`src/rtl/erip_pkg.sv`:
```
// ----------------------------------------------------------------------------
// erip_pkg
// Shared constants and types for the eased ramp interpolator: field widths,
// command and register codes, result kinds and the controller/datapath links.
// ----------------------------------------------------------------------------
package erip_pkg;

    // Field widths
    localparam int DATA_W    = 32;
    localparam int FRAME_W   = 16;
    localparam int CFG_IDX_W = 2;

    // Default number of fraction bits of the ramp position t
    localparam int FRACTION_BITS_DEF = 16;

    // Item commands
    localparam logic CMD_START = 1'b0;
    localparam logic CMD_TICK  = 1'b1;

    // Configuration register indexes
    localparam logic [CFG_IDX_W-1:0] REG_END_FRAMES   = 2'd0;
    localparam logic [CFG_IDX_W-1:0] REG_END_DISTANCE = 2'd1;
    localparam logic [CFG_IDX_W-1:0] REG_EASE_MODE    = 2'd2;

    // Ease modes
    localparam logic EASE_LINEAR = 1'b0;
    localparam logic EASE_SQRT   = 1'b1;

    // What the output item carries
    typedef enum logic [1:0] {
        RES_BLANK    = 2'd0,   // all fields zero
        RES_FIN_ONLY = 2'd1,   // no value, finished set
        RES_VALUE    = 2'd2    // interpolated value, finished from the count
    } res_kind_t;

    // Controller to datapath
    typedef struct packed {
        logic      load_start;
        logic      load_tick;
        logic      div_step;
        logic      sqrt_step;
        logic      mul;
        logic      sum;
        logic      out_load;
        res_kind_t out_kind;
    } erip_cmd_t;

    // Datapath to controller
    typedef struct packed {
        logic fin;
        logic over;
        logic ease;
        logic div_last;
        logic sqrt_last;
        logic out_free;
    } erip_status_t;

endpackage

```
`src/rtl/erip_ifs.sv`:
```
// ----------------------------------------------------------------------------
// erip_ifs
// Valid/ready channels of the eased ramp interpolator: command items,
// result items and configuration writes.
// ----------------------------------------------------------------------------

// Command item channel
interface erip_cmd_if import erip_pkg::*; ();
    logic              valid;
    logic              ready;
    logic              command;
    logic [DATA_W-1:0] current_value;

    modport source (output valid, output command, output current_value, input ready);
    modport sink   (input valid, input command, input current_value, output ready);
endinterface

// Result item channel
interface erip_res_if import erip_pkg::*; ();
    logic              valid;
    logic              ready;
    logic              value_valid;
    logic [DATA_W-1:0] ramp_value;
    logic              finished;

    modport source (output valid, output value_valid, output ramp_value, output finished,
                    input ready);
    modport sink   (input valid, input value_valid, input ramp_value, input finished,
                    output ready);
endinterface

// Configuration write channel
interface erip_cfg_if import erip_pkg::*; ();
    logic                 valid;
    logic                 ready;
    logic [CFG_IDX_W-1:0] index;
    logic [DATA_W-1:0]    data;

    modport source (output valid, output index, output data, input ready);
    modport sink   (input valid, input index, input data, output ready);
endinterface

```
`src/rtl/eased_ramp_interpolator_core.sv`:
```
// ----------------------------------------------------------------------------
// eased_ramp_interpolator_core
// Ramp generator moving a signed 20.12 value from a captured start to a
// configured end over a set number of ticks, linear or square-root eased.
// ----------------------------------------------------------------------------
// Usage:
//   cmd_ch  carries one item per command: start (captures current_value and
//           restarts the frame count) or tick (advances one frame while a ramp runs).
//   res_ch  returns exactly one item per command item: value_valid,
//           ramp_value and finished.
//   cfg_ch  writes end_frames (index 0), end_distance (1) and ease_mode (2);
//           it is always ready; write it only while the block is idle (not enforced).
// Sequencing:
//   A start item or a tick outside a running ramp goes straight to the output
//   register; a tick past the end of an eased ramp passes the divide state first.
//   A running tick passes the bit-serial divider and, in eased mode, the square
//   root, one bit per cycle each, then the multiply and the add, and is then
//   loaded into the output register; the next item is accepted after that load.
//   One item is in work at a time, and the output register holds one result.
// Reset: configuration returns to one frame, zero distance, linear mode; the
//   ramp waits for a start. When the receiver stalls, the result holds in the
//   output register; a next item is still taken, and its result waits.
// ----------------------------------------------------------------------------
module eased_ramp_interpolator_core import erip_pkg::*; #(
    parameter int FRACTION_BITS = FRACTION_BITS_DEF
) (
    input  logic        clk,
    input  logic        rst_n,
    erip_cmd_if.sink    cmd_ch,
    erip_res_if.source  res_ch,
    erip_cfg_if.sink    cfg_ch
);

    erip_cmd_t    cmd;
    erip_status_t status;

    // Configuration is taken at any time
    assign cfg_ch.ready = 1'b1;

    // Sequencer
    erip_ctrl u_ctrl (
        .clk      (clk),
        .rst_n    (rst_n),
        .in_valid (cmd_ch.valid),
        .command  (cmd_ch.command),
        .in_ready (cmd_ch.ready),
        .status   (status),
        .cmd      (cmd)
    );

    // Arithmetic and state
    erip_datapath #(
        .FRACTION_BITS (FRACTION_BITS)
    ) u_datapath (
        .clk           (clk),
        .rst_n         (rst_n),
        .cfg_we        (cfg_ch.valid),
        .cfg_index     (cfg_ch.index),
        .cfg_data      (cfg_ch.data),
        .current_value (cmd_ch.current_value),
        .cmd           (cmd),
        .status        (status),
        .out_ready     (res_ch.ready),
        .out_valid     (res_ch.valid),
        .value_valid   (res_ch.value_valid),
        .ramp_value    (res_ch.ramp_value),
        .finished      (res_ch.finished)
    );

endmodule

```
`src/rtl/erip_datapath.sv`:
```
// ----------------------------------------------------------------------------
// erip_datapath
// Configuration registers, ramp state, serial divider (count / frames),
// serial square root, multiplier, final add and the output register.
// ----------------------------------------------------------------------------
module erip_datapath import erip_pkg::*; #(
    parameter int FRACTION_BITS = FRACTION_BITS_DEF
) (
    input  logic                 clk,
    input  logic                 rst_n,
    input  logic                 cfg_we,
    input  logic [CFG_IDX_W-1:0] cfg_index,
    input  logic [DATA_W-1:0]    cfg_data,
    input  logic [DATA_W-1:0]    current_value,
    input  erip_cmd_t            cmd,
    output erip_status_t         status,
    input  logic                 out_ready,
    output logic                 out_valid,
    output logic                 value_valid,
    output logic [DATA_W-1:0]    ramp_value,
    output logic                 finished
);

    localparam int F      = FRACTION_BITS;
    localparam int TW     = F + 1;            // t in [0, 1] at F fraction bits
    localparam int STEP_W = $clog2(F + 1);
    localparam int XW     = 2 * F + 2;        // sqrt operand, padded to even width
    localparam int RW     = F + 4;            // sqrt partial remainder
    localparam int PW     = DATA_W + TW;      // product width

    // Configuration
    logic [FRAME_W-1:0] end_frames_reg;
    logic [DATA_W-1:0]  end_distance_reg;
    logic               ease_mode_reg;

    // Ramp state
    logic [DATA_W-1:0]  start_value_reg;
    logic [FRAME_W-1:0] frame_count_reg;
    logic               fin_reg;
    logic               over_reg;
    logic [DATA_W-1:0]  mag_reg;
    logic               neg_reg;

    // Iteration units
    logic [STEP_W-1:0]  step_reg;
    logic [FRAME_W-1:0] rem_reg;
    logic [TW-1:0]      quot_reg;
    logic [XW-1:0]      sq_x_reg;
    logic [RW-1:0]      sq_rem_reg;
    logic [TW-1:0]      root_reg;
    logic [PW-1:0]      prod_reg;
    logic [DATA_W-1:0]  sum_reg;

    // Output register
    logic               out_valid_reg;
    logic               value_valid_reg;
    logic [DATA_W-1:0]  ramp_value_reg;
    logic               finished_reg;

    // Combinational
    logic [FRAME_W-1:0] n_eff;
    logic [FRAME_W-1:0] cnt_inc;
    logic [FRAME_W-1:0] cnt_clamp;
    logic [DATA_W:0]    diff;
    logic [DATA_W:0]    diff_neg;
    logic               step_last;
    logic               step_first;
    logic [FRAME_W:0]   div_sh;
    logic               div_ge;
    logic [FRAME_W:0]   div_sub;
    logic [XW-1:0]      sq_src;
    logic [1:0]         sq_pair;
    logic [RW-1:0]      sq_rem_base;
    logic [TW-1:0]      sq_root_base;
    logic [RW-1:0]      sq_rem_ext;
    logic [RW-1:0]      sq_trial;
    logic               sq_ge;
    logic [TW-1:0]      t_sel;
    logic [DATA_W-1:0]  part;

    // Ramp length of zero behaves as one
    assign n_eff     = (end_frames_reg == '0) ? FRAME_W'(1) : end_frames_reg;
    assign cnt_inc   = frame_count_reg + FRAME_W'(1);
    assign cnt_clamp = (cnt_inc > n_eff) ? n_eff : cnt_inc;

    // Signed distance left to travel, as sign and magnitude
    assign diff     = {end_distance_reg[DATA_W-1], end_distance_reg}
                    - {start_value_reg[DATA_W-1], start_value_reg};
    assign diff_neg = ~diff + (DATA_W+1)'(1);

    assign step_last  = (step_reg == STEP_W'(F));
    assign step_first = (step_reg == '0);

    // Divider step: first step compares the count itself, later ones shift
    assign div_sh  = step_first ? {1'b0, rem_reg} : {rem_reg, 1'b0};
    assign div_ge  = (div_sh >= {1'b0, n_eff});
    assign div_sub = div_sh - {1'b0, n_eff};

    // Square root step: bring in two operand bits, try root*4+1
    assign sq_src       = step_first ? {1'b0, quot_reg, {F{1'b0}}} : sq_x_reg;
    assign sq_pair      = sq_src[XW-1 -: 2];
    assign sq_rem_base  = step_first ? '0 : sq_rem_reg;
    assign sq_root_base = step_first ? '0 : root_reg;
    assign sq_rem_ext   = {sq_rem_base[RW-3:0], sq_pair};
    assign sq_trial     = {1'b0, sq_root_base, 2'b01};
    assign sq_ge        = (sq_rem_ext >= sq_trial);

    assign t_sel = (ease_mode_reg == EASE_SQRT) ? root_reg : quot_reg;
    assign part  = prod_reg[F +: DATA_W];

    // Write configuration registers
    always_ff @(posedge clk or negedge rst_n)
    begin
        if (!rst_n)
        begin
            end_frames_reg   <= FRAME_W'(1);
            end_distance_reg <= '0;
            ease_mode_reg    <= EASE_LINEAR;
        end
        else if (cfg_we)
        begin
            unique case (cfg_index)
                REG_END_FRAMES:   end_frames_reg   <= cfg_data[FRAME_W-1:0];
                REG_END_DISTANCE: end_distance_reg <= cfg_data;
                REG_EASE_MODE:    ease_mode_reg    <= cfg_data[0];
                default:          ;
            endcase
        end
    end

    // Capture start value, advance the frame count
    always_ff @(posedge clk or negedge rst_n)
    begin
        if (!rst_n)
        begin
            start_value_reg <= '0;
            frame_count_reg <= '0;
        end
        else if (cmd.load_start)
        begin
            start_value_reg <= current_value;
            frame_count_reg <= '0;
        end
        else if (cmd.load_tick)
        begin
            frame_count_reg <= cnt_inc;
        end
    end

    // Latch per-tick flags and operands
    always_ff @(posedge clk)
    begin
        if (cmd.load_tick)
        begin
            fin_reg  <= (cnt_inc >= n_eff);
            over_reg <= (cnt_inc > n_eff);
            neg_reg  <= diff[DATA_W];
            mag_reg  <= diff[DATA_W] ? diff_neg[DATA_W-1:0] : diff[DATA_W-1:0];
        end
    end

    // Step counter shared by divider and square root
    always_ff @(posedge clk or negedge rst_n)
    begin
        if (!rst_n)
            step_reg <= '0;
        else if (cmd.load_tick)
            step_reg <= '0;
        else if (cmd.div_step || cmd.sqrt_step)
            step_reg <= step_last ? '0 : step_reg + STEP_W'(1);
    end

    // Divider: one quotient bit per cycle
    always_ff @(posedge clk)
    begin
        if (cmd.load_tick)
            rem_reg <= cnt_clamp;
        else if (cmd.div_step)
        begin
            rem_reg  <= div_ge ? div_sub[FRAME_W-1:0] : div_sh[FRAME_W-1:0];
            quot_reg <= {quot_reg[TW-2:0], div_ge};
        end
    end

    // Square root: one root bit per cycle
    always_ff @(posedge clk)
    begin
        if (cmd.sqrt_step)
        begin
            sq_x_reg   <= {sq_src[XW-3:0], 2'b00};
            sq_rem_reg <= sq_ge ? (sq_rem_ext - sq_trial) : sq_rem_ext;
            root_reg   <= {sq_root_base[TW-2:0], sq_ge};
        end
    end

    // Scale distance by t, then add to start
    always_ff @(posedge clk)
    begin
        if (cmd.mul)
            prod_reg <= PW'(mag_reg) * PW'(t_sel);
        if (cmd.sum)
            sum_reg <= neg_reg ? (start_value_reg - part) : (start_value_reg + part);
    end

    // Output register: hold until taken
    always_ff @(posedge clk or negedge rst_n)
    begin
        if (!rst_n)
            out_valid_reg <= 1'b0;
        else if (cmd.out_load)
            out_valid_reg <= 1'b1;
        else if (out_ready)
            out_valid_reg <= 1'b0;
    end

    always_ff @(posedge clk)
    begin
        if (cmd.out_load)
        begin
            unique case (cmd.out_kind)
                RES_VALUE:
                begin
                    value_valid_reg <= 1'b1;
                    ramp_value_reg  <= sum_reg;
                    finished_reg    <= fin_reg;
                end
                RES_FIN_ONLY:
                begin
                    value_valid_reg <= 1'b0;
                    ramp_value_reg  <= '0;
                    finished_reg    <= 1'b1;
                end
                default:
                begin
                    value_valid_reg <= 1'b0;
                    ramp_value_reg  <= '0;
                    finished_reg    <= 1'b0;
                end
            endcase
        end
    end

    assign out_valid   = out_valid_reg;
    assign value_valid = value_valid_reg;
    assign ramp_value  = ramp_value_reg;
    assign finished    = finished_reg;

    // Report to controller
    assign status.fin       = fin_reg;
    assign status.over      = over_reg;
    assign status.ease      = (ease_mode_reg == EASE_SQRT);
    assign status.div_last  = step_last;
    assign status.sqrt_last = step_last;
    assign status.out_free  = !out_valid_reg || out_ready;

endmodule

```
`src/rtl/erip_ctrl.sv`:
```
// ----------------------------------------------------------------------------
// erip_ctrl
// Sequencer of the eased ramp interpolator: ramp phase, item intake and the
// order of divide, square root, multiply, add and output load.
// ----------------------------------------------------------------------------
module erip_ctrl import erip_pkg::*; (
    input  logic         clk,
    input  logic         rst_n,
    input  logic         in_valid,
    input  logic         command,
    output logic         in_ready,
    input  erip_status_t status,
    output erip_cmd_t    cmd
);

    typedef enum logic [5:0] {
        S_IDLE = 6'b000001,
        S_DIV  = 6'b000010,
        S_SQRT = 6'b000100,
        S_MUL  = 6'b001000,
        S_SUM  = 6'b010000,
        S_OUT  = 6'b100000
    } state_t;

    typedef enum logic [2:0] {
        P_WAIT = 3'b001,   // awaiting start
        P_RUN  = 3'b010,
        P_DONE = 3'b100
    } phase_t;

    state_t    state_reg, state_next;
    phase_t    phase_reg, phase_next;
    res_kind_t kind_reg,  kind_next;

    // Advance state, phase and pending result kind
    always_ff @(posedge clk or negedge rst_n)
    begin
        if (!rst_n)
        begin
            state_reg <= S_IDLE;
            phase_reg <= P_WAIT;
            kind_reg  <= RES_BLANK;
        end
        else
        begin
            state_reg <= state_next;
            phase_reg <= phase_next;
            kind_reg  <= kind_next;
        end
    end

    // Sequence one item
    always_comb
    begin
        state_next = state_reg;
        phase_next = phase_reg;
        kind_next  = kind_reg;
        cmd        = '0;
        in_ready   = 1'b0;

        unique case (state_reg)
            S_IDLE:
            begin
                in_ready = 1'b1;
                if (in_valid)
                begin
                    if (command == CMD_START)
                    begin
                        cmd.load_start = 1'b1;
                        phase_next     = P_RUN;
                        kind_next      = RES_BLANK;
                        state_next     = S_OUT;
                    end
                    else
                    begin
                        unique case (phase_reg)
                            P_RUN:
                            begin
                                cmd.load_tick = 1'b1;
                                state_next    = S_DIV;
                            end
                            P_DONE:
                            begin
                                kind_next  = RES_FIN_ONLY;
                                state_next = S_OUT;
                            end
                            default:
                            begin
                                kind_next  = RES_BLANK;
                                state_next = S_OUT;
                            end
                        endcase
                    end
                end
            end

            S_DIV:
            begin
                if (status.fin)
                    phase_next = P_DONE;
                // Count past the ramp length in eased mode: no value
                if (status.over && status.ease)
                begin
                    kind_next  = RES_FIN_ONLY;
                    state_next = S_OUT;
                end
                else
                begin
                    cmd.div_step = 1'b1;
                    if (status.div_last)
                        state_next = status.ease ? S_SQRT : S_MUL;
                end
            end

            S_SQRT:
            begin
                cmd.sqrt_step = 1'b1;
                if (status.sqrt_last)
                    state_next = S_MUL;
            end

            S_MUL:
            begin
                cmd.mul    = 1'b1;
                state_next = S_SUM;
            end

            S_SUM:
            begin
                cmd.sum    = 1'b1;
                kind_next  = RES_VALUE;
                state_next = S_OUT;
            end

            S_OUT:
            begin
                if (status.out_free)
                begin
                    cmd.out_load = 1'b1;
                    cmd.out_kind = kind_reg;
                    state_next   = S_IDLE;
                end
            end

            default:
            begin
                state_next = S_IDLE;
            end
        endcase
    end

endmodule
```
`src/flat_wrapper.sv`:
```
// flat-port wrapper written by rule: the top's interface ports become plain ports
module eased_ramp_interpolator_core_flat import erip_pkg::*;
#(
    parameter int FRACTION_BITS = FRACTION_BITS_DEF
)
  (clk, rst_n, cmd_ch_valid, cmd_ch_command, cmd_ch_current_value, cmd_ch_ready, res_ch_valid, res_ch_value_valid, res_ch_ramp_value, res_ch_finished, res_ch_ready, cfg_ch_valid, cfg_ch_index, cfg_ch_data, cfg_ch_ready);
  erip_cmd_if cmd_ch_i ();
  erip_res_if res_ch_i ();
  erip_cfg_if cfg_ch_i ();
  input  logic clk;
  input  logic rst_n;
  input wire logic [$bits(cmd_ch_i.valid)-1:0] cmd_ch_valid;
  input wire logic [$bits(cmd_ch_i.command)-1:0] cmd_ch_command;
  input wire logic [$bits(cmd_ch_i.current_value)-1:0] cmd_ch_current_value;
  output wire logic [$bits(cmd_ch_i.ready)-1:0] cmd_ch_ready;
  output wire logic [$bits(res_ch_i.valid)-1:0] res_ch_valid;
  output wire logic [$bits(res_ch_i.value_valid)-1:0] res_ch_value_valid;
  output wire logic [$bits(res_ch_i.ramp_value)-1:0] res_ch_ramp_value;
  output wire logic [$bits(res_ch_i.finished)-1:0] res_ch_finished;
  input wire logic [$bits(res_ch_i.ready)-1:0] res_ch_ready;
  input wire logic [$bits(cfg_ch_i.valid)-1:0] cfg_ch_valid;
  input wire logic [$bits(cfg_ch_i.index)-1:0] cfg_ch_index;
  input wire logic [$bits(cfg_ch_i.data)-1:0] cfg_ch_data;
  output wire logic [$bits(cfg_ch_i.ready)-1:0] cfg_ch_ready;
  assign cmd_ch_i.valid = cmd_ch_valid;
  assign cmd_ch_i.command = cmd_ch_command;
  assign cmd_ch_i.current_value = cmd_ch_current_value;
  assign cmd_ch_ready = cmd_ch_i.ready;
  assign res_ch_valid = res_ch_i.valid;
  assign res_ch_value_valid = res_ch_i.value_valid;
  assign res_ch_ramp_value = res_ch_i.ramp_value;
  assign res_ch_finished = res_ch_i.finished;
  assign res_ch_i.ready = res_ch_ready;
  assign cfg_ch_i.valid = cfg_ch_valid;
  assign cfg_ch_i.index = cfg_ch_index;
  assign cfg_ch_i.data = cfg_ch_data;
  assign cfg_ch_ready = cfg_ch_i.ready;
  eased_ramp_interpolator_core #(.FRACTION_BITS(FRACTION_BITS)) u_core (.clk(clk), .rst_n(rst_n), .cmd_ch(cmd_ch_i), .res_ch(res_ch_i), .cfg_ch(cfg_ch_i));
endmodule
```
`config.mk`:
```
export PLATFORM = sky130hd
export DESIGN_NAME = eased_ramp_interpolator_core_flat
export DESIGN_NICKNAME = d
export VERILOG_FILES = /design/src/rtl/erip_pkg.sv /design/src/rtl/erip_ifs.sv /design/src/rtl/eased_ramp_interpolator_core.sv /design/src/rtl/erip_datapath.sv /design/src/rtl/erip_ctrl.sv /design/src/flat_wrapper.sv
export SDC_FILE = /design/constraint.sdc
export NUM_CORES = 2
export LEC_CHECK = 0
export CORE_AREA = 10 10 297 242
export DETAILED_ROUTE_END_ITERATION = 8
export DIE_AREA = 0 0 307 252
export DONT_BUFFER_PORTS = 1
export PLACE_DENSITY = 0.81
export RECOVER_POWER = 50
export SLEW_MARGIN = 5
export SYNTH_ARGS = -nofsm -noshare
export SYNTH_HDL_FRONTEND = slang
export SYNTH_SLANG_ARGS = --single-unit
export TNS_END_PERCENT = 100
```
`constraint.sdc`:
```
create_clock -name clk -period 8.77 [get_ports clk]
set_input_delay 0.4385 -clock clk [delete_from_list [all_inputs] [get_ports clk]]
set_output_delay 0.4385 -clock clk [all_outputs]
set_load 0.05 [all_outputs]
```
==> results by stage <==
Place:
- The final weighted congestion in routability-driven placement is 0.937.
- The post-detailed-placement half-perimeter wirelength is 68,500 um.
- The count of input and output buffers is 0.

Timing:
- The highest clock frequency the design can meet is 122 MHz.
- The worst setup skew after layout is 0.0146 ns.
- The final period demand of the worst path is 8.19 ns.
- The final number of hold-violating endpoints is 0.
- Setup violations remaining at the end of the flow were counted as 0.
- The number of pins with negative max-slew slack in the final report is 347.
- The portion of the clock cycle consumed by the worst path in the final layout is 93.4%.
- At the pin with the least slew margin, the transition time is 6.50 ns.
- The final hold slack is 0.0161 ns.
- Setup repair after global routing left no endpoint under its margin.
- In this run the tightest slew margin relative to its limit is -333%.
- The final-layout setup total negative slack is 0 ns.

Global routing:
- The total overflow left after global routing is 0.
- The initial antenna violation count came to 5.
- The via count of the first global-routing pass is 27,500.
- The first global-routing pass estimated 148,000 um of wire.
- In the global route stage, overall resource usage came out at 23.6%.
- Entering global routing, the biggest net connects 115 pins.

Yosys:
- The cell count after synthesis is 3,805.
- The mean area per synthesized cell is 9.42 sq um.
- The cell accounting for the most synthesized area is fa_1.
- The net count after synthesis is 4,564.
- The Yosys step of the flow raised 0 warnings.
- In this run, distinct cell masters in the synthesized netlist total 89.
- The synthesis-stage register bit count is 331.
- Counting flops with an async set or reset pin after synthesis yields a share of 34.4%.
- The post-synth design cell area is 0.0358 sq mm.
- Summed over its instances, the top area cell type makes up 25.1% of the synthesized netlist area.
- For this run, the leading register cell type out of synthesis is edfxtp_1.
- In the post-synthesis netlist, the biggest area contributors are fa_1, edfxtp_1, ha_1.
- In this run, synthesis inferred 217 flip-flops with an integrated enable.
- The sequential-to-total area share from yosys stat is 26.2%.

Clocking:
- In this run the deepest clock path goes through 3 buffers.
- Clock-pin slew was measured on the worst setup and hold paths at 0.07 ns.
- The clock latency on the worst-skew pair is 0.57 ns.
- The number of sinks on the clock net is 331.
- TritonCTS built the clock tree.
- The post-CTS setup buffer count is 0.
- In this run the clock root is driven by a clkbuf_16.
- CTS built an H-tree with a depth of 1.
- Buffers inserted during clock tree synthesis total 30.

Worst setup path:
- The kind of cell adding the most delay to the critical path is adder cells.
- The signal on the critical path passes through mux2_2 -> and2_1 -> fa_1 -> fa_1 -> fa_1 -> fa_1 -> fa_1 -> inv_1 -> fa_1 -> inv_1 -> ha_1 -> and2_1 -> a221o_1 -> a21oi_1 -> o31a_2 -> o21ai_1 -> o31a_1 -> a41o_1 -> o41a_1 -> a211o_1 -> a21oi_1 -> xnor2_1.
- Data on the critical path arrives at its endpoint at 8.52 ns.
- The number of buffers and inverters on the critical path is 2.
- The slowest library cell on the worst path is mux2_2.
- STA classifies the critical path endpoint as a register.
- The largest single stage delay on the critical path is 0.62 ns.
- STA classifies the critical path startpoint as a register.
- Of all nets on the critical path, the largest fanout is 32.
- The critical path in this run is classified as register to register.
- The cell that appears most often on the critical path is fa_1.
- In this run the register-to-register setup slack is 0.58 ns.
- The critical path required time is 9.10 ns.

Detailed routing:
- The routed layout has 26,800 vias.
- The routed design has 90,300 um of wire.
- The total iterations of the first detailed-routing run is 8.
- The number of violations reported at the end of detailed-routing iteration 0 is 2,419.
- In the routed design, unresolved DRC markers number 0.
- Once detail routing completed, the nets flagged for antenna violations numbered 0.
- In the final routed layout, each cell accounts on average for 19.4 um.
- The vias per cell is 5.75.

Run:
- The tool flagged a number of max-cap violations equal to 7.

Floorplan:
- The core region area is 0.0655 sq mm.
- The floorplan has 84 rows.
- The die is 307 um wide.
- Once the floorplan was initialized, standard cells occupied 54.7% of the core.
- The height of the die is 252 um.
- The area of the die is 0.0774 sq mm.
- In this run the count of I/O pins placed on the die edge is 109.

Worst hold path:
- The worst hold-check path type is primary input to register.

Run status:
- The final reports fail on capacitance limit, slew limit.
- The run finished, with violations left.

Layout:
- After the last flow step, the layout net total stands at 4,535.
- In the final layout, the share of cells above drive strength 1 is 4.26%.
- The area growth from synthesis to layout is 6.35%.
cells by family (layout without fill, tap and decap cells):
logic type	count (synthesis)	count (layout)	share of synthesized area, %
simple gates	1215	1215	16.2
xor+xnor	179	179	4.38
other cells	1	5	0.0105
mux	83	83	2.50
fa+ha+maj	687	687	33.4
buf+inv	810	805	8.54
flops	331	331	26.2
compound gates	499	499	8.82
stage by stage:
| step | util (%) | instance area (sq um) | worst slack [ns] | std cells |
|---|---|---|---|---|
| after detailed placement | 56.0 | 36700 | 0.412 | 4554 |
| final | 58.2 | 38100 | 0.575 | 4664 |
| after global routing | 58.2 | 38100 | 0.230 | 4663 |
| after floorplan | - | 35800 | 1.07 | 3805 |
| after global placement | 56.0 | 36700 | 0.568 | 4554 |
| after CTS | 58.2 | 38100 | 0.406 | 4651 |
path summary, 6_finish.rpt:
kind	start	to	depth (start not counted)
max	u_core.u_datapath.ease_mode_reg	u_core.u_datapath.prod_reg[47]	22
min	cmd_ch_current_value[25]	u_core.u_datapath.start_value_reg[25]	2
max reg2reg	u_core.u_datapath.ease_mode_reg	u_core.u_datapath.prod_reg[47]	22
min reg2reg	u_core.u_datapath.quot_reg[11]	u_core.u_datapath.quot_reg[12]	0
max in group asynchronous	rst_n	u_core.u_datapath.ease_mode_reg	2
min in group asynchronous	rst_n	u_core.u_datapath.start_value_reg[17]	2
what timing repair did:
action | in CTS | in global routing
setup endpoints to repair | 0 | 1
hold buffers | 41 | 9
resized for setup | 0 | 1
hold endpoints to repair | 155 | 9
worst register-to-register path: stages (launching register included):
cell     delay [ns]
dfrtp_2        0.60
mux2_2         0.63
and2_1         0.29
fa_1           0.51
fa_1           0.52
fa_1           0.53
fa_1           0.53
fa_1           0.56
inv_1          0.06
fa_1           0.53
inv_1          0.05
ha_1           0.33
and2_1         0.20
a221o_1        0.33
a21oi_1        0.14
o31a_2         0.23
o21ai_1        0.28
o31a_1         0.38
a41o_1         0.31
o41a_1         0.38
a211o_1        0.31
a21oi_1        0.18
xnor2_1        0.07
routing by layer:
| metal | track usage, % | share of wire [%] |
|---|---|---|
| met5 | 0 | 0.014 |
| met4 | 5.63 | 2.5 |
| met3 | 5.47 | 10 |
| met2 | 37.6 | 46 |
| met1 | 32.3 | 42 |
layout make-up:
class / count / area, sq um
flip-flops and latches: 331 / 9370
diodes: 4 / 10.0
inverters: 661 / 2480
clock buffers: 42 / 847
repair buffers: 88 / 753
multi-input cells: 2664 / 23400
clock inverters: 14 / 148
well taps: 860 / 1080
fillers: 5337 / 27400
cell usage after synthesis, types with 25 or more instances:
cell / n
nand3_1: 32
dfrtp_1: 111
clkbuf_1: 129
o21a_1: 29
nor2_1: 131
inv_1: 660
xnor2_1: 119
a21oi_1: 131
o21ai_0: 142
mux2_2: 52
mux2i_1: 31
nor3_1: 35
nor2b_1: 25
a21o_1: 47
nand2_1: 603
and2_1: 261
fa_1: 449
xor2_1: 60
edfxtp_1: 217
ha_1: 238
placed cells by master, fill, tap and decap left out, types with 35 or more instances in the layout:
cell and n:
dlygate4sd3_1 49, a21o_1 47, nor2_1 130, and2_1 260
mux2_2 51, ha_1 238, inv_1 659, edfxtp_1 217
a21oi_1 129, xor2_1 60, fa_1 449, nor3_1 35
o21ai_0 141, nand2_1 603, xnor2_1 119, dfrtp_1 110
Power is left out: the tool's default activity adds up to more than one toggle a clock period on the data nets, which glitch-free logic cannot reach.
